<file path="src/hw/rtl/wssl_pkg.sv">
package wssl_pkg;

    // Operation codes
    localparam logic [2:0] OP_QUERY      = 3'd0;
    localparam logic [2:0] OP_WRITE_SLOT = 3'd1;
    localparam logic [2:0] OP_DEL_SLOT   = 3'd2;
    localparam logic [2:0] OP_SET_MODE   = 3'd3;
    localparam logic [2:0] OP_NEXT_MODE  = 3'd4;
    localparam logic [2:0] OP_SET_MANUAL = 3'd5;

    // Heater modes
    localparam logic [1:0] HEAT_OFF    = 2'd0;
    localparam logic [1:0] HEAT_AUTO   = 2'd1;
    localparam logic [1:0] HEAT_MANUAL = 2'd2;
    localparam logic [1:0] HEAT_RSVD   = 2'd3;

    // Answer origins
    localparam logic [1:0] SRC_OFF     = 2'd0;
    localparam logic [1:0] SRC_ENTRY   = 2'd1;
    localparam logic [1:0] SRC_DEFAULT = 2'd2;

    // Temperatures in tenths of a degree
    localparam logic [8:0] MANUAL_MIN     = 9'd70;
    localparam logic [8:0] MANUAL_MAX     = 9'd260;
    localparam logic [8:0] DEFAULT_TEMP_RST = 9'd171;
    localparam logic [7:0] DEFAULT_PRIO   = 8'd9;

    // Time constants in minutes
    localparam logic [15:0]        MIN_PER_DAY = 16'd1440;
    localparam logic signed [15:0] NO_DISTANCE = 16'sd20160;

    typedef struct packed {
        logic [2:0] operation;
        logic [2:0] slot;
        logic [2:0] weekday;
        logic [4:0] hour;
        logic [5:0] minute;
        logic [6:0] day_mask;
        logic [8:0] setpoint;
        logic [7:0] priority_req;
        logic [1:0] mode_value;
    } wssl_in_t;

    typedef struct packed {
        logic [1:0] source;
        logic [2:0] chosen_slot;
        logic [8:0] target_temp;
        logic [7:0] target_priority;
        logic [1:0] mode_now;
    } wssl_out_t;

    // One schedule entry as held in the table memory
    typedef struct packed {
        logic [6:0]  days;
        logic [10:0] at_min;
        logic [8:0]  temp;
        logic [7:0]  prio;
    } wssl_entry_t;

    // hour*60 + minute, taken literally (up to 1923)
    function automatic logic [10:0] minutes_of(input logic [4:0] hr, input logic [5:0] mn);
        logic [10:0] h;
        begin
            h = {6'b0, hr};
            minutes_of = (h << 6) - (h << 2) + {5'b0, mn};
        end
    endfunction

endpackage

</file>
<file path="src/hw/rtl/weekly_setpoint_schedule_lookup.sv">
// Weekly thermostat setpoint schedule.
// Input channel s_valid/s_ready/s_data carries one command word (query, write
// slot, delete slot, set mode, next mode, set manual temperature); the result
// channel m_valid/m_ready/m_data returns exactly one word per command.
// A query in AUTO mode walks the schedule table one slot per cycle
// through a single distance/compare unit fed by the table memory's registered
// read port, then moves to the final step; every other command goes straight
// from idle to the final step, where its result is loaded into the output.
// s_ready is high only while the sequencer is idle, so one command is in
// flight at a time.
// The result sits in an output register; the next command is taken while it
// waits. If the receiver stalls and a second result is ready, the sequencer
// holds in its final step (state updates included) until the register frees.
// Reset (aresetn low, synchronous) clears all slot valid bits, sets AUTO mode
// and a default setpoint of 17.1 degrees, and empties the output register.
// Table contents need no clearing: a slot's contents are only used once written.
module weekly_setpoint_schedule_lookup #(
    parameter int SLOTS = 8
) (
    input  logic                aclk,
    input  logic                aresetn,
    input  logic                s_valid,
    output logic                s_ready,
    input  wssl_pkg::wssl_in_t  s_data,
    output logic                m_valid,
    input  logic                m_ready,
    output wssl_pkg::wssl_out_t m_data
);

    import wssl_pkg::*;

    localparam int AW = (SLOTS > 1) ? $clog2(SLOTS) : 1;
    localparam int CW = $clog2(SLOTS + 1);
    localparam int EW = $bits(wssl_entry_t);

    localparam logic [1:0] ST_IDLE   = 2'd0;
    localparam logic [1:0] ST_SCAN   = 2'd1;
    localparam logic [1:0] ST_FINISH = 2'd2;

    logic [1:0]  state_reg, state_next;
    wssl_in_t    item_reg;
    logic [10:0] now_reg;
    logic [CW-1:0] cnt_reg;
    logic        pend_reg;
    logic        pend_valid_reg;
    logic [AW-1:0] pend_idx_reg;
    logic signed [15:0] best_reg;
    logic        found_reg;
    logic [AW-1:0] pick_reg;
    logic [8:0]  pick_temp_reg;
    logic [7:0]  pick_prio_reg;
    logic [SLOTS-1:0] valid_bits_reg;
    logic [1:0]  heater_mode_reg, heater_mode_next;
    logic [8:0]  default_temp_reg, default_temp_next;
    logic        m_valid_reg;
    wssl_out_t   m_data_reg;

    logic        out_free;
    logic        finish_go;
    logic        slot_ok;
    logic [AW-1:0] slot_addr;
    logic [AW-1:0] rd_addr;
    logic        ram_we;
    wssl_entry_t wr_entry;
    logic [EW-1:0] rd_word;
    wssl_entry_t rd_entry;
    wssl_out_t   result;

    // distance unit signals
    logic signed [11:0] diff;
    logic        at_le_now;
    logic        at_ge_now;
    logic [6:0]  low_m;
    logic [6:0]  high_m;
    logic        hit_lo;
    logic        hit_hi;
    logic [2:0]  d_lo;
    logic [2:0]  d_hi;
    logic [2:0]  days_back;
    logic [15:0] day_base;
    logic signed [15:0] back_min;
    logic        better;

    assign s_ready  = (state_reg == ST_IDLE);
    assign m_valid  = m_valid_reg;
    assign m_data   = m_data_reg;
    assign out_free = !m_valid_reg || m_ready;
    assign finish_go = (state_reg == ST_FINISH) && out_free;

    assign slot_ok   = (32'(item_reg.slot) < SLOTS);
    assign slot_addr = AW'(item_reg.slot);
    assign rd_addr   = cnt_reg[AW-1:0];

    // table write on a slot write command
    assign ram_we = finish_go && (item_reg.operation == OP_WRITE_SLOT) && slot_ok;
    always_comb begin
        wr_entry.days   = item_reg.day_mask;
        wr_entry.at_min = minutes_of(item_reg.hour, item_reg.minute);
        wr_entry.temp   = item_reg.setpoint;
        wr_entry.prio   = item_reg.priority_req;
    end

    wssl_ram #(
        .WIDTH(EW),
        .DEPTH(SLOTS)
    ) u_table (
        .clk  (aclk),
        .we   (ram_we),
        .waddr(slot_addr),
        .wdata(wr_entry),
        .raddr(rd_addr),
        .rdata(rd_word)
    );

    assign rd_entry = wssl_entry_t'(rd_word);

    // Distance unit: minutes back to the entry's latest past occurrence
    always_comb begin
        diff      = $signed({1'b0, now_reg}) - $signed({1'b0, rd_entry.at_min});
        at_le_now = !diff[11];
        at_ge_now = diff[11] || (diff == 12'sd0);
        for (int i = 0; i < 7; i++) begin
            low_m[i]  = rd_entry.days[i] && ((3'(i) < item_reg.weekday) ||
                        ((3'(i) == item_reg.weekday) && at_le_now));
            high_m[i] = rd_entry.days[i] && ((3'(i) > item_reg.weekday) ||
                        ((3'(i) == item_reg.weekday) && at_ge_now));
        end
        // highest matching day on each side
        hit_lo = 1'b0;
        hit_hi = 1'b0;
        d_lo   = 3'd0;
        d_hi   = 3'd0;
        for (int i = 0; i < 7; i++) begin
            if (low_m[i]) begin
                hit_lo = 1'b1;
                d_lo   = 3'(i);
            end
            if (high_m[i]) begin
                hit_hi = 1'b1;
                d_hi   = 3'(i);
            end
        end
        if (hit_lo) begin
            days_back = item_reg.weekday - d_lo;
        end else begin
            days_back = 3'({1'b0, item_reg.weekday} + 4'd7 - {1'b0, d_hi});
        end
        day_base = 16'(days_back) * MIN_PER_DAY;
        back_min = $signed(day_base) + 16'(diff);
        better   = pend_reg && pend_valid_reg && (hit_lo || hit_hi) && (back_min < best_reg);
    end

    // Mode and default setpoint updates of the command in hand
    always_comb begin
        heater_mode_next  = heater_mode_reg;
        default_temp_next = default_temp_reg;
        unique case (item_reg.operation)
            OP_SET_MODE: begin
                if (item_reg.mode_value != HEAT_RSVD) begin
                    heater_mode_next = item_reg.mode_value;
                end
            end
            OP_NEXT_MODE: begin
                priority if (heater_mode_reg == HEAT_AUTO) begin
                    heater_mode_next = HEAT_MANUAL;
                end else if (heater_mode_reg == HEAT_MANUAL) begin
                    heater_mode_next = HEAT_OFF;
                end else begin
                    heater_mode_next = HEAT_AUTO;
                end
            end
            OP_SET_MANUAL: begin
                heater_mode_next = HEAT_MANUAL;
                if ((item_reg.setpoint >= MANUAL_MIN) && (item_reg.setpoint <= MANUAL_MAX)) begin
                    default_temp_next = item_reg.setpoint;
                end
            end
            default: begin
            end
        endcase
    end

    // Result word
    always_comb begin
        result.source          = SRC_OFF;
        result.chosen_slot     = 3'd0;
        result.target_temp     = 9'd0;
        result.target_priority = 8'd0;
        result.mode_now        = heater_mode_next;
        if (item_reg.operation == OP_QUERY) begin
            priority if (heater_mode_reg == HEAT_AUTO && found_reg) begin
                result.source          = SRC_ENTRY;
                result.chosen_slot     = 3'(pick_reg);
                result.target_temp     = pick_temp_reg;
                result.target_priority = pick_prio_reg;
            end else if (heater_mode_reg == HEAT_AUTO || heater_mode_reg == HEAT_MANUAL) begin
                result.source          = SRC_DEFAULT;
                result.target_temp     = default_temp_reg;
                result.target_priority = DEFAULT_PRIO;
            end else begin
                result.source = SRC_OFF;
            end
        end
    end

    // Sequencer
    always_comb begin
        state_next = state_reg;
        unique case (state_reg)
            ST_IDLE: begin
                if (s_valid) begin
                    if (s_data.operation == OP_QUERY && heater_mode_reg == HEAT_AUTO) begin
                        state_next = ST_SCAN;
                    end else begin
                        state_next = ST_FINISH;
                    end
                end
            end
            ST_SCAN: begin
                if (cnt_reg == CW'(SLOTS)) begin
                    state_next = ST_FINISH;
                end
            end
            ST_FINISH: begin
                if (out_free) begin
                    state_next = ST_IDLE;
                end
            end
            default: begin
                state_next = ST_IDLE;
            end
        endcase
    end

    // Control registers
    always_ff @(posedge aclk) begin
        if (!aresetn) begin
            state_reg        <= ST_IDLE;
            cnt_reg          <= '0;
            pend_reg         <= 1'b0;
            found_reg        <= 1'b0;
            valid_bits_reg   <= '0;
            heater_mode_reg  <= HEAT_AUTO;
            default_temp_reg <= DEFAULT_TEMP_RST;
            m_valid_reg      <= 1'b0;
        end else begin
            state_reg <= state_next;

            // new command: arm the scan
            if (state_reg == ST_IDLE && s_valid) begin
                cnt_reg   <= '0;
                pend_reg  <= 1'b0;
                found_reg <= 1'b0;
            end

            // table walk, one slot per cycle
            if (state_reg == ST_SCAN) begin
                pend_reg <= (32'(cnt_reg) < SLOTS);
                if (32'(cnt_reg) < SLOTS) begin
                    cnt_reg <= cnt_reg + CW'(1);
                end
                if (better) begin
                    found_reg <= 1'b1;
                end
            end

            // commit the command and load the output word
            if (finish_go) begin
                heater_mode_reg  <= heater_mode_next;
                default_temp_reg <= default_temp_next;
                if (item_reg.operation == OP_WRITE_SLOT && slot_ok) begin
                    valid_bits_reg[slot_addr] <= 1'b1;
                end
                if (item_reg.operation == OP_DEL_SLOT && slot_ok) begin
                    valid_bits_reg[slot_addr] <= 1'b0;
                end
                m_valid_reg <= 1'b1;
            end else if (m_ready) begin
                m_valid_reg <= 1'b0;
            end
        end
    end

    // Payload registers
    always_ff @(posedge aclk) begin
        if (state_reg == ST_IDLE && s_valid) begin
            item_reg <= s_data;
            now_reg  <= minutes_of(s_data.hour, s_data.minute);
            best_reg <= NO_DISTANCE;
        end
        if (state_reg == ST_SCAN) begin
            pend_valid_reg <= (32'(cnt_reg) < SLOTS) && valid_bits_reg[rd_addr];
            pend_idx_reg   <= rd_addr;
            if (better) begin
                best_reg      <= back_min;
                pick_reg      <= pend_idx_reg;
                pick_temp_reg <= rd_entry.temp;
                pick_prio_reg <= rd_entry.prio;
            end
        end
        if (finish_go) begin
            m_data_reg <= result;
        end
    end

    // Checks
    scan_count_bound: assert property (@(posedge aclk) disable iff (!aresetn)
        (state_reg == ST_SCAN) |-> (32'(cnt_reg) <= SLOTS))
        else $error("scan counter ran past the table");

    found_has_distance: assert property (@(posedge aclk) disable iff (!aresetn)
        (state_reg == ST_FINISH && found_reg) |-> (best_reg < NO_DISTANCE))
        else $error("entry picked without a distance");

    mode_legal: assert property (@(posedge aclk) disable iff (!aresetn)
        heater_mode_reg != HEAT_RSVD)
        else $error("heater mode took the reserved code");

    default_in_range: assert property (@(posedge aclk) disable iff (!aresetn)
        (default_temp_reg >= MANUAL_MIN) && (default_temp_reg <= MANUAL_MAX))
        else $error("default setpoint out of range");

    slot_only_for_entry: assert property (@(posedge aclk) disable iff (!aresetn)
        (m_valid_reg && m_data_reg.source != SRC_ENTRY) |-> (m_data_reg.chosen_slot == 3'd0))
        else $error("slot reported without a schedule entry");

    off_query_from_mode: assert property (@(posedge aclk) disable iff (!aresetn)
        (finish_go && item_reg.operation == OP_QUERY && heater_mode_reg == HEAT_OFF)
        |=> (m_data_reg.source == SRC_OFF))
        else $error("query in off mode did not report off");

endmodule

</file>
<file path="src/hw/rtl/wssl_ram.sv">
module wssl_ram #(
    parameter int WIDTH = 35,
    parameter int DEPTH = 8
) (
    input  logic                                    clk,
    input  logic                                    we,
    input  logic [(DEPTH > 1 ? $clog2(DEPTH) : 1)-1:0] waddr,
    input  logic [WIDTH-1:0]                        wdata,
    input  logic [(DEPTH > 1 ? $clog2(DEPTH) : 1)-1:0] raddr,
    output logic [WIDTH-1:0]                        rdata
);

    logic [WIDTH-1:0] mem [DEPTH];

    // one write port, registered read port
    always_ff @(posedge clk) begin
        if (we) begin
            mem[waddr] <= wdata;
        end
        rdata <= mem[raddr];
    end

endmodule

</file>
<file path="config.mk">
export PLATFORM = sky130hd
export DESIGN_NAME = weekly_setpoint_schedule_lookup
export DESIGN_NICKNAME = d
export VERILOG_FILES = /design/src/hw/rtl/wssl_pkg.sv /design/src/hw/rtl/weekly_setpoint_schedule_lookup.sv /design/src/hw/rtl/wssl_ram.sv
export SDC_FILE = /design/constraint.sdc
export NUM_CORES = 1
export LEC_CHECK = 0
export BUFFER_PORTS_ARGS = -buffer_cell sky130_fd_sc_hd__buf_2
export CAP_MARGIN = 20
export CORE_MARGIN = 2
export CORE_UTILIZATION = 40
export DETAILED_ROUTE_END_ITERATION = 10
export PLACE_DENSITY = 0.52
export SLEW_MARGIN = 15
export SYNTH_ARGS = -nofsm -noshare
export SYNTH_HDL_FRONTEND = slang
export SYNTH_SLANG_ARGS = --single-unit
</file>
<file path="constraint.sdc">
create_clock -name aclk -period 10.31 [get_ports aclk]
set_input_delay 1.031 -clock aclk [delete_from_list [all_inputs] [get_ports aclk]]
set_output_delay 1.031 -clock aclk [all_outputs]
set_load 0.02 [all_outputs]
</file>
==> results by group, run 1 <==
Run status
  – Status: complete, no violations

Routing
  – Initial DRC Count: 484
  – Via density: 5.19
  – Routed wire length per instance: 20.7 um
  – Top Metal Used: met4
  – DRC Markers: 0
  – Final wirelength: 39600 um
  – Wire length on met1: 18000 um
  – Met2 wire length: 19400 um
  – Wire length on met3: 1510 um
  – Total iterations of the first detailed-routing run: 5
  – Post-route ant nets: 0
  – Routed vias: 9945

Synthesis
  – Syn Inst Count: 1159
  – Syn_area_per_cell: 16.5 sq um
  – Syn nets: 1270
  – Synthesized area: 19100 sq um
  – Ys async rst share: 0
  – Yosys cell types: 77
  – Seq/Total Area, Yosys: 0.685
  – Post-synthesis register bit count: 462
  – Post-synth EDFFs: 383
  – Synthesis warning total: 0
  – Most used flip-flop cell after synthesis: edfxtp_1

Pwr
  – Logic pwr share: 0.119
  – Clock power frac: 0.406
  – P_leak: 7.69 nW
  – Power density over cell area: 201 nW/um^2
  – Switching share of power: 0.236
  – Pint: 3.37 mW
  – Flop pwr share: 0.475
  – Worst vdd ir: 0.000119 V
  – Sw power: 1.04 mW

Clocking
  – CTS Hold Bufs: 0
  – Clock Path Buffers: 3
  – Post_cts resized: 0
  – CTS tree: done
  – CTS buffer count: 50
  – CTS H-tree lvls: 2
  – Worst-Skew Late Latency: 580 ps
  – Clock Sinks: 462
  – Root Buffer: clkbuf_16
  – Clock-pin slew on the worst setup and hold paths: 60 ps
  – Post-CTS Setup Repair Bufs: 0

Place
  – GPL Wtd Cong: 0.816
  – Placed Cells: 1824
  – Port Buf Inserts: 75
  – Final HPWL DP: 22900 um

Final layout
  – Cell Count, Final, Fillers Out: 1917
  – Core Util, Final: 0.463
  – Max reg flops: 280
  – # diodes: 0
  – Most frequent cells in the layout: 383 x edfxtp_1, 76 x dfxtp_1, 75 x buf_2
  – Most common cell after layout, fill and taps aside: edfxtp_1
  – Fin nets: 1372
  – Fillers: 4141
  – Share of post-route cells with drive strength above 1: 0.247
  – Synth-to-Final Area Change: 15.0%

Timing
  – Setup violators final: 0
  – Skew final: 22.9 ps
  – Slew HR: 0.313
  – Worst-margin pin slew: 1030 ps
  – Setup TNS: 0 ps
  – Final Hold Fails: 0
  – Final period util: 0.898
  – Min cycle time layout: 9260 ps
  – RSZ-0062 raised after global routing: no
  – Fmax: 0.108 GHz
  – Slew Limit Fails: 0

Global routing
  – Vias in the first global route: 10.2k
  – Initial antenna violation count: 0
  – First-pass GRT wire length: 61100 um
  – Largest net degree at the start of global routing: 65
  – Gr usage total: 0.163
  – GRT overflow: 0

Setup path
  – Critical Path AT: 9510 ps
  – WP buf/inv: 4
  – CP required: 10560 ps
  – CP endpoint kind: flop
  – Setup CP Type: flop to flop
  – Slowest Stage Delay on Critical Path: 710 ps
  – Nature of the critical path startpoint: flop
  – Most numerous cell on the critical path: ha_1
  – Worst Path Max Fanout: 20
  – Top cell family by delay on the critical path: compound AO/OA/AOI/OAI gates
  – Worst path slowest cell: or4b_1

Min path
  – Min-Delay Path Class: flop to flop

Floorplan
  – CORE AREA: 47400 sq um
  – Die X: 222 um
  – Die height: 222 um
  – Die area: 49500 sq um
  – IO Count: 76
  – Initial Util: 0.402
  – Row cnt: 80

Run
  – Max-Cap Viols: 0
-- area by class of cell --
cell class	instances	area (sq um)	share of cell area
Tap cell	615	769	0.0351
Clock buffer	79	1480	0.0676
Multi-Input combinational cell	582	5630	0.257
Inverter	73	275	0.0125
Clock inverter	14	196	0.00895
Sequential cell	462	13100	0.596
Timing Repair Buffer	92	503	0.0229
-- cells by family (layout without fill, tap and decap cells) --
group / count (synthesis) / count (layout) / share of synthesized area
simple gates: 199 / 199 / 0.0513
flops: 462 / 462 / 0.685
buf+inv: 115 / 258 / 0.0231
compound gates: 162 / 162 / 0.0650
mux: 135 / 135 / 0.122
xor+xnor: 25 / 25 / 0.0115
fa+ha+maj: 61 / 61 / 0.0420
-- worst register-to-register path, delay by kind of cell, from the launching register on --
kind	cells	cell delay (ps)
AOI/OAI and AO/OA	14	2670
adders and majority gates	8	2410
and+or+nand+nor	9	2260
buffers and inverters	4	590
xor gates and xnor gates	3	500
DFF	1	480
-- stage by stage --
step           instance area, sq um  hold slack (ps)  worst slack, ps  total power [mW]
2_1_floorplan                 19100              386             1730              2.52
6_report                      21900              404             1050              4.41
5_1_grt                       21900              407              304              4.63
4_1_cts                       21900              405              970              4.49
3_3_place_gp                  20300              387             1170              2.67
3_5_place_dp                  20300              390             1000              2.67
-- power groups by stage --
stage | registers (mW) | logic, mW | clock network [mW]
floorplan | 2.13 | 0.397 | 0
global placement | 2.13 | 0.531 | 0
detailed placement | 2.14 | 0.530 | 0
CTS | 2.10 | 0.536 | 1.85
global route | 2.10 | 0.599 | 1.93
finish | 2.10 | 0.525 | 1.79
-- final timing paths --
path                                         from          endpoint  slack, ps  cells past startpoint
worst max-delay path                 item_reg[26]  pick_prio_reg[5]       1050                     38
worst min-delay path            u_table.rdata[16]  pick_temp_reg[8]        400                      0
worst max register to register       item_reg[26]  pick_prio_reg[5]       1050                     38
worst min register to register  u_table.rdata[16]  pick_temp_reg[8]        400                      0
-- per-layer routing --
| layer | global-route usage | up-vias |
|---|---|---|
| met3 | 0.0324 | 55 |
| met4 | 0.0418 | 0 |
| met1 | 0.219 | 5028 |
| met5 | 0 | - |
| li1 | - | 4699 |
| met2 | 0.274 | 163 |
-- cell usage after synthesis, drive strengths merged, types with 6 or more instances --
cell type / n / area (sq um)
clkbuf: 29 / 109
inv: 72 / 270
a21oi: 36 / 210
edfxtp: 383 / 11500
nor2b: 10 / 62.6
buf: 13 / 58.8
o21a: 15 / 113
dfxtp: 79 / 1580
o21ai: 16 / 80.1
and2: 13 / 81.3
o221a: 8 / 90.1
nor2: 57 / 214
ha: 56 / 701
a31oi: 7 / 58.8
mux2: 47 / 544
a21o: 8 / 60.1
a21boi: 6 / 45.0
or2: 6 / 37.5
xnor2: 17 / 149
nand2b: 10 / 62.6
o21bai: 6 / 45.0
nand3: 7 / 35.0
a211oi: 6 / 55.1
mux2i: 16 / 160
nor3: 22 / 110
a22o: 10 / 87.6
nand2: 46 / 173
xor2: 8 / 70.1
nand4: 8 / 50.1
mux4: 72 / 1620
Power figures use the tool's default switching activity.
==> run 2, diff against run 1 <==
--- a/config.mk
+++ b/config.mk
@@ -11,7 +11,7 @@
 export CORE_UTILIZATION = 40
 export DETAILED_ROUTE_END_ITERATION = 10
 export PLACE_DENSITY = 0.52
-export SLEW_MARGIN = 15
+export SLEW_MARGIN = 20
 export SYNTH_ARGS = -nofsm -noshare
 export SYNTH_HDL_FRONTEND = slang
 export SYNTH_SLANG_ARGS = --single-unit
==> constraint.sdc (replaced) <==
create_clock -name aclk -period 10.6 [get_ports aclk]
set_input_delay 1.06 -clock aclk [delete_from_list [all_inputs] [get_ports aclk]]
set_output_delay 1.06 -clock aclk [all_outputs]
set_load 0.02 [all_outputs]
==> results by group, run 2 (synthesis gave the netlist of run 1 again) <==
Clocking
  – Post_cts resized: 0 (unchanged)
  – Clock Sinks: 462 (unchanged)
  – Clock Path Buffers: 3 (unchanged)
  – CTS H-tree lvls: 2 (unchanged)
  – CTS tree: done
  – CTS Hold Bufs: 0 (unchanged)
  – Root Buffer: clkbuf_16
  – CTS buffer count: 49 (-2.0%)
  – Post-CTS Setup Repair Bufs: 0 (unchanged)
  – Worst-Skew Late Latency: 570 ps (about the same)
  – Clock-pin slew on the worst setup and hold paths: 60 ps (about the same)

Timing
  – Final Hold Fails: 0 (unchanged)
  – Slew HR: 0.326 (+0.0133)
  – Setup TNS: 0 ps (unchanged)
  – Min cycle time layout: 9350 ps (+89.2 ps)
  – Skew final: 14.1 ps (-8.82 ps)
  – Fmax: 0.107 GHz (-0.95%)
  – Slew Limit Fails: 0 (unchanged)
  – Worst hold slack: 404 ps (+0.289 ps)
  – Worst-margin pin slew: 1010 ps (-19.9 ps)
  – Setup violators final: 0 (unchanged)
  – RSZ-0062 raised after global routing: no
  – Final period util: 0.882 (-0.0162)

Setup path
  – CP required: 10830 ps (+270 ps)
  – CP endpoint kind: flop
  – Slowest Stage Delay on Critical Path: 710 ps (about the same)
  – Worst Path Max Fanout: 20 (unchanged)
  – Nature of the critical path startpoint: flop
  – Most numerous cell on the critical path: ha_1
  – Critical Path AT: 9580 ps (+70 ps)
  – Worst path slowest cell: or4b_1
  – Setup CP Type: flop to flop

Final layout
  – Max reg flops: 280 (unchanged)
  – # diodes: 0 (unchanged)
  – Fillers: 4179 (+0.92%)
  – Synth-to-Final Area Change: 14.5%
  – Core Util, Final: 0.461 (-0.00195)
  – Most frequent cells in the layout: 383 x edfxtp_1, 76 x dfxtp_1, 75 x buf_2
  – Fin nets: 1371 (-0.073%)
  – Most common cell after layout, fill and taps aside: edfxtp_1
  – Share of post-route cells with drive strength above 1: 0.250 (+0.00250)

Global routing
  – Initial antenna violation count: 0 (unchanged)
  – Largest net degree at the start of global routing: 65 (unchanged)
  – GRT overflow: 0 (unchanged)
  – First-pass GRT wire length: 61000 um (-0.26%)
  – Vias in the first global route: 10.2k (+0.27%)
  – Gr usage total: 0.162 (-0.000986)

Pwr
  – P_leak: 7.66 nW (-0.33%)
  – Worst vdd ir: 0.000119 V (-0.23%)
  – Final Power: 4.21 mW (-4.5%)
  – Power density over cell area: 193 nW/um^2 (-4.1%)

Place
  – GPL Wtd Cong: 0.814 (-0.17%)
  – Final HPWL DP: 22900 um (+0.10%)
  – Port Buf Inserts: 75 (unchanged)

Routing
  – Total iterations of the first detailed-routing run: 4 (-1)
  – Routed vias: 9976 (+0.31%)
  – Routed wire length per instance: 20.6 um (-0.28%)
  – Post-route ant nets: 0 (unchanged)
  – DRC Markers: 0 (unchanged)
  – Via density: 5.22 (+0.57%)
  – Final wirelength: 39400 um (-0.54%)
  – Initial DRC Count: 528 (+9.1%)

Floorplan
  – Row cnt: 80 (unchanged)
  – CORE AREA: 47400 sq um (unchanged)
  – Initial Util: 0.402 (unchanged)
  – Die area: 49500 sq um (unchanged)
  – IO Count: 76 (unchanged)
  – Die X: 222 um (unchanged)
  – Die height: 222 um (unchanged)

Run
  – Max-Cap Viols: 0 (unchanged)

Run status
  – Status: complete, no violations

Min path
  – Min-Delay Path Class: flop to flop
==> run 2: worst paths after layout <==
path / startpoint / end / slack [ps] / depth (start not counted)
worst min-delay path: u_table.rdata[5] / pick_prio_reg[5] / 400 / 0
worst max register to register: item_reg[26] / pick_reg[2] / 1250 / 38
worst min register to register: u_table.rdata[5] / pick_prio_reg[5] / 400 / 0
worst max-delay path: item_reg[26] / pick_reg[2] / 1250 / 38
==> run 2: area by class of cell <==
class	count	area, sq um	area share
inverter	73	275	0.0126
multi-input combinational	582	5630	0.258
clock buffer	71	1450	0.0664
timing repair buffer	92	503	0.0230
sequential	462	13100	0.599
clock inverter	17	135	0.00618
tap	615	769	0.0352
==> run 2: critical path, delay by kind of cell (launching register included) <==
kind	cells	cell delay, ps
compound gates	14	2700
flops	1	490
buf+inv	4	620
fa+ha+maj	8	2430
simple gates	9	2280
xor+xnor	3	500
==> run 2: per-stage QoR <==
step	worst slack (ps)	instances	cell area (sq um)
floorplan	2020	1159	19100
global placement	1470	1824	20300
detailed placement	1220	1824	20300
CTS	1180	1912	21900
global route	506	1912	21900
finish	1250	1912	21900
==> run 2: power by group <==
part	switching [mW]	total [mW]	internal, mW
clock network	0.673	1.67	0.994
registers	0.0293	2.04	2.01
logic	0.295	0.509	0.214
==> run 2: routing by layer <==
metal	GRT usage	routed length, um	vias to the layer above
li1	-	-	4690
met1	0.219	17900	5087
met2	0.271	19300	150
met3	0.0288	1440	49
met4	0.0485	747	0
met5	0	0	-
